--- src/sv/indexed_removal_stack_macros.svh ---
// Assertion helpers shared by the stack RTL.
`ifndef INDEXED_REMOVAL_STACK_MACROS_SVH
`define INDEXED_REMOVAL_STACK_MACROS_SVH

// Same-cycle implication, checked outside reset.
`define IRS_ASSERT_IMPL(label, clk, rst_n, ante, cons) \
  label: assert property (@(posedge clk) disable iff (!(rst_n)) (ante) |-> (cons)) \
    else $error("indexed_removal_stack: same-cycle check failed");

// Next-cycle implication, checked outside reset.
`define IRS_ASSERT_NEXT(label, clk, rst_n, ante, cons) \
  label: assert property (@(posedge clk) disable iff (!(rst_n)) (ante) |=> (cons)) \
    else $error("indexed_removal_stack: next-cycle check failed");

`endif

--- src/sv/irs_pkg.sv ---
package irs_pkg;

  localparam int unsigned IDX_BITS   = 5;
  localparam int unsigned VAL_BITS   = 32;
  localparam int unsigned COUNT_BITS = 6;

  localparam logic [1:0] CMD_PUSH   = 2'd0;
  localparam logic [1:0] CMD_REMOVE = 2'd1;
  localparam logic [1:0] CMD_TOP    = 2'd2;

  localparam logic [1:0] ST_OK    = 2'd0;
  localparam logic [1:0] ST_FULL  = 2'd1;
  localparam logic [1:0] ST_RANGE = 2'd2;
  localparam logic [1:0] ST_EMPTY = 2'd3;

  typedef struct packed {
    logic [1:0]          cmd;
    logic [VAL_BITS-1:0] value;
    logic [IDX_BITS-1:0] index;
  } in_t;

  typedef struct packed {
    logic [VAL_BITS-1:0]   data;
    logic [1:0]            status;
    logic [COUNT_BITS-1:0] count;
    logic                  is_empty;
  } out_t;

endpackage

--- src/sv/irs_mem.sv ---
module irs_mem #(
  parameter int unsigned DEPTH = 32,
  parameter int unsigned WIDTH = 32
) (
  input  logic                     clk_i,
  input  logic                     we_i,
  input  logic [$clog2(DEPTH)-1:0] waddr_i,
  input  logic [WIDTH-1:0]         wdata_i,
  input  logic                     re_i,
  input  logic [$clog2(DEPTH)-1:0] raddr_i,
  output logic [WIDTH-1:0]         rdata_o
);

  logic [WIDTH-1:0] mem [DEPTH];
  logic [WIDTH-1:0] rdata_q;

  always_ff @(posedge clk_i) begin
    if (we_i) begin
      mem[waddr_i] <= wdata_i;
    end
  end

  always_ff @(posedge clk_i) begin
    if (re_i) begin
      rdata_q <= mem[raddr_i];
    end
  end

  assign rdata_o = rdata_q;

endmodule

--- src/sv/indexed_removal_stack.sv ---
// Bounded stack of DEPTH words held in a one-write, one-read memory, with push, read-top
// and remove-at-index commands; each command gives exactly one result transaction.
// A command is taken only while the sequencer is idle. Push goes EXEC then DONE, read-top
// EXEC, TOP_WORD and DONE, and remove EXEC, RM_WORD, one SHIFT step per entry above the index
// (count - index - 1 of them) and DONE: closing the gap moves one entry per cycle through the
// memory's single read and write ports, driven by the ptr+1 and ptr+2 incrementers and
// their compares. Out-of-range and empty cases go EXEC then DONE. A finished result sits
// in an output register, so the next command can be accepted while it waits to be taken.
`include "indexed_removal_stack_macros.svh"

module indexed_removal_stack #(
  parameter int unsigned DEPTH     = 32,
  parameter int unsigned WORD_BITS = 32
) (
  input  logic          clk_i,
  input  logic          rst_ni,
  input  logic          in_valid_i,
  output logic          in_stall_o,
  input  irs_pkg::in_t  in_data_i,
  output logic          out_valid_o,
  input  logic          out_stall_i,
  output irs_pkg::out_t out_data_o
);

  localparam int unsigned AW = $clog2(DEPTH);
  localparam int unsigned CW = $clog2(DEPTH + 1);
  localparam int unsigned IW = (CW > irs_pkg::IDX_BITS) ? CW : irs_pkg::IDX_BITS;

  typedef enum logic [5:0] {
    S_IDLE     = 6'b000001,
    S_EXEC     = 6'b000010,
    S_TOP_WORD = 6'b000100,
    S_RM_WORD  = 6'b001000,
    S_SHIFT    = 6'b010000,
    S_DONE     = 6'b100000
  } state_e;

  state_e               state_q, state_d;
  logic [CW-1:0]        cnt_q, cnt_d;
  logic [CW-1:0]        ptr_q, ptr_d;
  logic [WORD_BITS-1:0] word_q, word_d;
  logic [1:0]           st_q, st_d;
  logic                 out_valid_q, out_valid_d;
  irs_pkg::out_t        out_q, out_d;

  logic [1:0]           cmd_q;
  logic [WORD_BITS-1:0] val_q;
  logic [IW-1:0]        idx_q;

  logic                 accept;
  logic [63:0]          val_wide;
  logic [63:0]          word_wide;
  logic [31:0]          cnt_wide;
  logic [CW-1:0]        cnt_m1;
  logic [CW-1:0]        ptr_p1;
  logic [CW-1:0]        ptr_p2;

  logic                 mem_we;
  logic [AW-1:0]        mem_waddr;
  logic [WORD_BITS-1:0] mem_wdata;
  logic                 mem_re;
  logic [AW-1:0]        mem_raddr;
  logic [WORD_BITS-1:0] mem_rdata;

  irs_mem #(
    .DEPTH(DEPTH),
    .WIDTH(WORD_BITS)
  ) u_mem (
    .clk_i  (clk_i),
    .we_i   (mem_we),
    .waddr_i(mem_waddr),
    .wdata_i(mem_wdata),
    .re_i   (mem_re),
    .raddr_i(mem_raddr),
    .rdata_o(mem_rdata)
  );

  assign in_stall_o  = (state_q != S_IDLE);
  assign accept      = in_valid_i && !in_stall_o;
  assign out_valid_o = out_valid_q;
  assign out_data_o  = out_q;

  assign val_wide  = 64'(in_data_i.value);
  assign word_wide = 64'(word_q);
  assign cnt_wide  = 32'(cnt_q);
  assign cnt_m1    = cnt_q - CW'(1);
  assign ptr_p1    = ptr_q + CW'(1);
  assign ptr_p2    = ptr_q + CW'(2);

  always_comb begin
    state_d     = state_q;
    cnt_d       = cnt_q;
    ptr_d       = ptr_q;
    word_d      = word_q;
    st_d        = st_q;
    out_valid_d = out_valid_q;
    out_d       = out_q;
    mem_we      = 1'b0;
    mem_waddr   = cnt_q[AW-1:0];
    mem_wdata   = val_q;
    mem_re      = 1'b0;
    mem_raddr   = ptr_p1[AW-1:0];

    if (out_valid_q && !out_stall_i) begin
      out_valid_d = 1'b0;
    end

    unique case (state_q)
      S_IDLE: begin
        if (accept) begin
          state_d = S_EXEC;
        end
      end
      S_EXEC: begin
        word_d  = '0;
        st_d    = irs_pkg::ST_OK;
        state_d = S_DONE;
        priority if (cmd_q == irs_pkg::CMD_PUSH) begin
          if (cnt_q < CW'(DEPTH)) begin
            mem_we = 1'b1;
            cnt_d  = cnt_q + CW'(1);
          end else begin
            st_d = irs_pkg::ST_FULL;
          end
        end else if (cmd_q == irs_pkg::CMD_REMOVE) begin
          if (idx_q >= IW'(cnt_q)) begin
            st_d = irs_pkg::ST_RANGE;
          end else begin
            mem_re    = 1'b1;
            mem_raddr = idx_q[AW-1:0];
            ptr_d     = idx_q[CW-1:0];
            state_d   = S_RM_WORD;
          end
        end else begin
          // Read-top; the unused command code behaves the same way.
          if (cnt_q == '0) begin
            st_d = irs_pkg::ST_EMPTY;
          end else begin
            mem_re    = 1'b1;
            mem_raddr = cnt_m1[AW-1:0];
            state_d   = S_TOP_WORD;
          end
        end
      end
      S_TOP_WORD: begin
        word_d  = mem_rdata;
        state_d = S_DONE;
      end
      S_RM_WORD: begin
        word_d = mem_rdata;
        if (ptr_p1 < cnt_q) begin
          mem_re    = 1'b1;
          mem_raddr = ptr_p1[AW-1:0];
          state_d   = S_SHIFT;
        end else begin
          cnt_d   = cnt_m1;
          state_d = S_DONE;
        end
      end
      S_SHIFT: begin
        // Write back the entry read last cycle one place lower, and fetch the next one.
        mem_we    = 1'b1;
        mem_waddr = ptr_q[AW-1:0];
        mem_wdata = mem_rdata;
        ptr_d     = ptr_p1;
        if (ptr_p2 < cnt_q) begin
          mem_re    = 1'b1;
          mem_raddr = ptr_p2[AW-1:0];
        end else begin
          cnt_d   = cnt_m1;
          state_d = S_DONE;
        end
      end
      S_DONE: begin
        if (!out_valid_q || !out_stall_i) begin
          out_valid_d    = 1'b1;
          out_d.data     = word_wide[irs_pkg::VAL_BITS-1:0];
          out_d.status   = st_q;
          out_d.count    = cnt_wide[irs_pkg::COUNT_BITS-1:0];
          out_d.is_empty = (cnt_q == '0);
          state_d        = S_IDLE;
        end
      end
      default: begin
        state_d = S_IDLE;
      end
    endcase
  end

  always_ff @(posedge clk_i or negedge rst_ni) begin
    if (!rst_ni) begin
      state_q     <= S_IDLE;
      cnt_q       <= '0;
      out_valid_q <= 1'b0;
    end else begin
      state_q     <= state_d;
      cnt_q       <= cnt_d;
      out_valid_q <= out_valid_d;
    end
  end

  always_ff @(posedge clk_i) begin
    ptr_q  <= ptr_d;
    word_q <= word_d;
    st_q   <= st_d;
    out_q  <= out_d;
    if (accept) begin
      cmd_q <= in_data_i.cmd;
      val_q <= val_wide[WORD_BITS-1:0];
      idx_q <= IW'(in_data_i.index);
    end
  end

  `IRS_ASSERT_IMPL(a_cnt_bound, clk_i, rst_ni, 1'b1, cnt_q <= CW'(DEPTH))
  `IRS_ASSERT_NEXT(a_accept_exec, clk_i, rst_ni, accept, state_q == S_EXEC)
  `IRS_ASSERT_NEXT(a_idle_cnt_hold, clk_i, rst_ni, state_q == S_IDLE, $stable(cnt_q))
  `IRS_ASSERT_IMPL(a_result_from_done, clk_i, rst_ni, $rose(out_valid_q), $past(state_q == S_DONE))

endmodule
--- config.mk ---
export PLATFORM = sky130hd
export DESIGN_NAME = indexed_removal_stack
export DESIGN_NICKNAME = d
export VERILOG_FILES = /design/src/sv/irs_pkg.sv /design/src/sv/irs_mem.sv /design/src/sv/indexed_removal_stack.sv
export VERILOG_INCLUDE_DIRS = /design/src /design/src/sv
export SDC_FILE = /design/constraint.sdc
export NUM_CORES = 1
export LEC_CHECK = 0
export ABC_AREA = 1
export BUFFER_PORTS_ARGS = -buffer_cell sky130_fd_sc_hd__buf_4
export CORE_MARGIN = 10
export CORE_UTILIZATION = 40
export CTS_BUF_LIST = sky130_fd_sc_hd__clkbuf_4
export CTS_CLUSTER_DIAMETER = 150
export DETAILED_ROUTE_END_ITERATION = 10
export GPL_TIMING_DRIVEN = 0
export MAX_ROUTING_LAYER = met4
export SETUP_SLACK_MARGIN = 0.1
export SYNTH_ARGS = -nofsm -noshare
export SYNTH_HDL_FRONTEND = slang
export SYNTH_SLANG_ARGS = --single-unit
--- constraint.sdc ---
create_clock -name clk_i -period 6.1 [get_ports clk_i]
set_input_delay 0 -clock clk_i [delete_from_list [all_inputs] [get_ports clk_i]]
set_output_delay 0 -clock clk_i [all_outputs]
set_load 0.01 [all_outputs]
# [Yosys cells after proc, flatten, opt, wreduce, memory -nomap -nowiden]
# Memory sizes are Yosys's and may differ from the RTL's. A register that Yosys moved wholly into a read port is not among the register bits.
# Cells that the tools add are included.
[word_totals] reg_bits=133 in_bits=43 mem_bits_rw=1024 memories=1 elab_cells=102 output_inout_bits=43
[classes] eq_ne=17 order_cmp=4 muxes=47 addsub=4 n_reduce_logical=16
[mem_list] memory="u_mem.mem" words=32 width=32 read_ports=1 rd_clocked_by_memory_dff=1 wr=1 line="irs_mem.sv:14" source="logic [WIDTH-1:0] mem [DEPTH];"
[op_table] op="$mux W6" n=15
[op_table] op="$pmux W32 S2" n=1
[op_table] op="$pmux W6 S6" n=1
[op_table] op="$mux W32" n=1
[op_table] op="$mux W5" n=6
[op_table] op="$ne A2 B2 Y1 const B" n=9
[op_table] op="$pmux W6 S3" n=1
[op_table] op="$mux W1" n=14
[op_table] op="$add A6 B1 Y6 const B" n=2
[op_table] op="$lt A6 B6 Y1" n=2
[op_table] op="$pmux W6 S2" n=1
[op_table] op="$pmux W5 S2" n=1
[op_table] op="$mux W2" n=4
[op_table] op="$add A6 B2 Y6 const B" n=1
[op_table] op="$eq A6 B1 Y1 const B" n=1
[op_table] op="$eq A6 B2 Y1 const B" n=1
[op_table] op="$eq A6 B3 Y1 const B" n=1
[op_table] op="$eq A6 B4 Y1 const B" n=1
[op_table] op="$eq A6 B5 Y1 const B" n=1
[op_table] op="$eq A6 B6 Y1 const B" n=1
[op_table] op="$ge A5 B6 Y1" n=1
[op_table] op="$logic_not A6 Y1" n=1
[op_table] op="$lt A6 B6 Y1 const B" n=1
[op_table] op="$ne A6 B1 Y1 const B" n=1
[op_table] op="15 further kinds" n=19

# [Logic depth before layout (Yosys ltp)]
[depth] depth_word=6 ltp_mapped=24 depth_no_buf=22

# [Hierarchy]
# A second synthesis with hierarchy kept.
[unflattened] cells_unflattened=4094 area_unflattened_um2=48801.8
[by_module_without_submodules] module="irs_mem" area_each_um2=42726.0 seq_area_each_um2=31710.4 instances=1 cells_per_inst=3536
[by_module_without_submodules] module="indexed_removal_stack" area_each_um2=6075.8 seq_area_each_um2=3930.0 instances=1 cells_per_inst=558

# [Least setup slack after synthesis]
# OpenSTA, ideal clock, no wires.
[synth_path] path_type="flip-flop to flip-flop" from="register ptr_q[1] (netlist name)" to="register cmd_q[0] (enable)" setup_time_ns=0.484 arrival_ns=4.548 path_stages_with_launch=15 required_ns=5.616 slack_ns=1.068 cell_sequence="edfxtp_1 -> ha_1 -> nand2_1 -> nor2_1 -> xor2_1 -> inv_1 -> ha_1 -> nand2_1 -> nor2_1 -> nand2_1 -> nand2_1 -> nor2_1 -> inv_1 -> nand2_1 -> nor3_1"
[synth_lines] element="to (signal assigned)" line="indexed_removal_stack.sv:208" source="cmd_q <= in_data_i.cmd;"
[synth_lines] element="to (decl)" line="indexed_removal_stack.sv:46" source="logic [1:0] cmd_q;"

# [Worst setup path in the final report]
[layout_path] from="register ptr_q[1]" to="register u_mem.rdata_q[19], in the netlist u_mem.rdata_o[19] (read register of u_mem.mem), data pin"
[layout_via] elab_chain_cells=5 elab_cells_between_ends=13 classes_between="2 x add/sub; 2 x order compare; 9 x mux"
[layout_rtl] element="from (decl)" line="indexed_removal_stack.sv:40" source="logic [CW-1:0] ptr_q, ptr_d;"
[layout_rtl] element="from (signal assigned)" line="indexed_removal_stack.sv:203" source="ptr_q <= ptr_d;"
[layout_rtl] element="parallel branches: the longest is 5 deep, another holds $add A6 B2 Y6"
[layout_rtl] element="to (decl)" line="irs_mem.sv:15" source="logic [WIDTH-1:0] rdata_q;"
# Several ways; the timed one is not identified.
# A chain may end at the register's enable or synchronous reset.

==> impl_metrics.yaml <==
outcome:
  status: "complete, but fails checks"
  violations: "max-capacitance violations, max-slew violations"
routing:
  finalWirelength_um: 163000
  drcViolationCount: 0
  ant_nets: 0
  wire_per_inst_um: 22.7
  via_count: 37900
  drt_iter0_markers: 4408
  dr.pass1.iters: 5
  post_drt_via_cell_ratio: 5.30
synthesis:
  synth-edff-count: 1176
  ys_warn_count: 0
  yosys_register_bits: 1189
  ys_async_sr_fraction_pct: 1.09
  syn_area_um2: 51200
  synth.net_count: 4780
  syn-instance-count: 4717
  syn_area_per_cell_um2: 10.9
  ys_types: 39
  seq_area_frac_synth_pct: 69.5
  ys.flop_type: "edfxtp_1"
clock_network:
  clkLatencyLatePin_ns: 1.29
  cts-root-buf: "clkbuf_4"
  cts_buffers: 320
  tritoncts: "built"
  cts.sinks: 1189
  clk_path_buf_depth: 4
  path_clk_slew_ns: 0.06
  cts_resized: 0
  htree_levels: 5
setup_path:
  r2r_end: "u_mem.rdata_o[19]"
  reg2regPathDepth: 20
  critPathCaptureType: "register"
  cp_data_arrival_time_ns: 6.56
  crit_required_ns: 7.21
  worstSetupPathType: "register to register"
  crit_path_top_delay_cell: "clkbuf_1"
  ff2ff_setup_slack_ns: 0.65
  max_stage_delay_ns: 1.15
  cp-start-kind: "register"
  cpMostUsedCell: "nand2_1"
  worstPathCellList: "ha_1, nand2_1, nor2_1, xor2_1, inv_1, ha_1, a21o_1, nor2_1, nand2_1, nand2_1, nand3_1, nand4_1, clkbuf_1, buf_2, nand2_1, nand3_1, nand3_1, nand2_1, nand2_1, nand2_1"
  reg2reg_from: "ptr_q[1]"
  cp_max_fo: 10
grt:
  antenna_found_initial: 7
  track_usage_pct: 22.9
  grt_pass1_wl_um: 233000
  grt_pass1_vias: 35800
  grt_max_degree: 33
  grt_remaining_overflow: 0
final_layout:
  drive_gt1_share_pct: 16.4
  syn_to_final_growth_pct: 18.9
  finalNetCount: 5376
  final_area_um2: 60900
  final.fill_count: 11400
worst_hold_path:
  min_path_type: "input port to register"
  whs_endpoint: "val_q[2]"
  worstHoldPathCells: 3
  holdCritStartpoint: "in_data_i[7]"
floorplan:
  pin_count: 86
  start_util_pct: 40.2
  rows: 131
  core_area_um2: 127000
  die_area_um2: 143000
  die_x_um: 378
  die_h_um: 378
power:
  peakVddDrop_uv: 186
  cellPowerDensity_nw_per_um2: 431
  p_leak_nw: 24.8
place:
  port_buffers: 85
  placed_area_um2: 56100
  dp_hpwl_um: 113000
  gp_congestion: 0.922
timing:
  post-route-min-period_ns: 5.45
  fin_crit_sh_pct: 89.4
  drv_slew: 11
  clock_skew_ns: 0.106
  slew_headroom_pct: -0.489
  hold_viol: 0
  setup_tns_ns: 0
  fmax_mhz: 183
  tightest_slew_ns: 1.51
  rsz0062_at_grt: "no"
  setup_viol: 0
run:
  max_cap_viol_count: 1
==> metrics by stage <==
stage / setup slack (ns) / utilization [%] / hold WS (ns) / cells / total power (W)
2_1_floorplan: 1.07 / - / -0.296 / 4717 / 0.0152
3_3_place_gp: -1.99 / 42.4 / -0.137 / 6464 / 0.0191
3_5_place_dp: 0.840 / 44.0 / -0.135 / 6531 / 0.0196
4_1_cts: 0.784 / 47.8 / 0.00180 / 7149 / 0.0261
5_1_grt: 0.571 / 47.8 / 0.0979 / 7152 / 0.0273
6_report: 0.647 / 47.8 / 0.0947 / 7155 / 0.0263
==> layer usage <==
metal | GRT usage, % | share of wire [%] | up-vias
met1 | 29.6 | 41 | 18100
met2 | 34.3 | 45 | 2004
met5 | - | 0 | -
met4 | 11.0 | 4.5 | 0
li1 | - | - | 17400
met3 | 4.98 | 9.7 | 364
==> where the power goes <==
group	internal, W	switching [W]
clock	0.00339	0.00317
combinational	0.00248	0.00686
sequential	0.0102	0.000147
total	0.0161	0.0102
==> placed cells by master, fill, tap and decap left out, types with 4 or more instances in the layout <==
cell           count
dfrtp_1           12
nand3_1         1111
buf_1             29
nand4_1           11
buf_4            112
buf_16            27
nor2_1            59
o21ai_4           32
buf_2            151
clkinv_1          45
xor2_1            12
buf_12            36
clkbuf_4         444
ha_1              20
nand2_1         1414
nor2_4            33
inv_1            471
clkbuf_1          54
diode_2            5
inv_2              9
o221ai_1           4
edfxtp_1        1176
a21oi_1           13
nor2_2             7
o21ai_0           22
dlygate4sd3_1    121
buf_6             27
==> how the worst max path moves through the flow <==
stage / from / slack (ns) / to
after floorplan: ptr_q[1] / 1.07 / cmd_q[0]
after global placement: state_q[2] / -1.99 / u_mem.mem[14][15]
after detailed placement: ptr_q[1] / 0.84 / u_mem.rdata_o[19]
after CTS: ptr_q[1] / 0.78 / u_mem.rdata_o[19]
after global routing: ptr_q[1] / 0.57 / u_mem.rdata_o[19]
final: ptr_q[1] / 0.65 / u_mem.rdata_o[19]
==> cells in the mapped netlist, drive strengths merged, types with 3 or more instances <==
cell type	number	area, um^2
a21oi	14	70.1
buf	232	1350
clkbuf	55	210
dfrtp	12	300
edfxtp	1176	35300
ha	20	250
inv	475	1780
nand2	1418	5340
nand3	1113	5590
nand4	11	68.8
nor2	99	397
nor3	4	20.0
o211ai	3	22.5
o21ai	55	275
o221ai	4	35.0
or2	3	18.8
xor2	12	105
==> worst max-delay path: cells and delay by family (launching register included) <==
kind | cells | cell delay, ns
AO/OA/AOI/OAI | 1 | 0.18
XOR/XNOR | 1 | 0.19
adder cells (fa/ha/maj) | 2 | 0.50
buffers and inverters | 3 | 1.62
flip-flops | 1 | 0.46
AND/OR/NAND/NOR | 13 | 2.27
==> cells by family after synthesis <==
logic type,count (synthesis),synth area share (%)
buffers and inverters,763,6.54
AND/OR/NAND/NOR,2650,22.3
XOR/XNOR,14,0.239
adder cells (fa/ha/maj),20,0.488
flip-flops,1189,69.5
AO/OA/AOI/OAI,81,0.862
==> flip-flops by register name, summed over array words and instances (netlist names) <==
signal and count:
val_q 32, ptr_q 6, out_data_o 41, cmd_q 2
state_q 6, st_q 2, word_q 32, idx_q 5
u_mem.rdata_o 32, out_valid_o 1, cnt_q 6, u_mem.mem 1024
==> cell type report <==
type | instances | area [um^2] | share of cell area [%]
Inverter | 476 | 1790 | 2.93
Clock buffer | 443 | 3330 | 5.46
Buffer | 287 | 1560 | 2.56
Tap cell | 1662 | 2080 | 3.41
Clock inverter | 54 | 263 | 0.431
Antenna cell | 5 | 12.5 | 0.0205
Multi-Input combinational cell | 2765 | 12900 | 21.2
Sequential cell | 1189 | 35600 | 58.5
Timing Repair Buffer | 274 | 3380 | 5.54
==> timing repair <==
action	4_1_cts	5_1_grt
setup buffers	0	0
endpoints found under the hold margin	136	0
hold buffers	121	0
No activity file was read; power rests on OpenSTA's default activity.
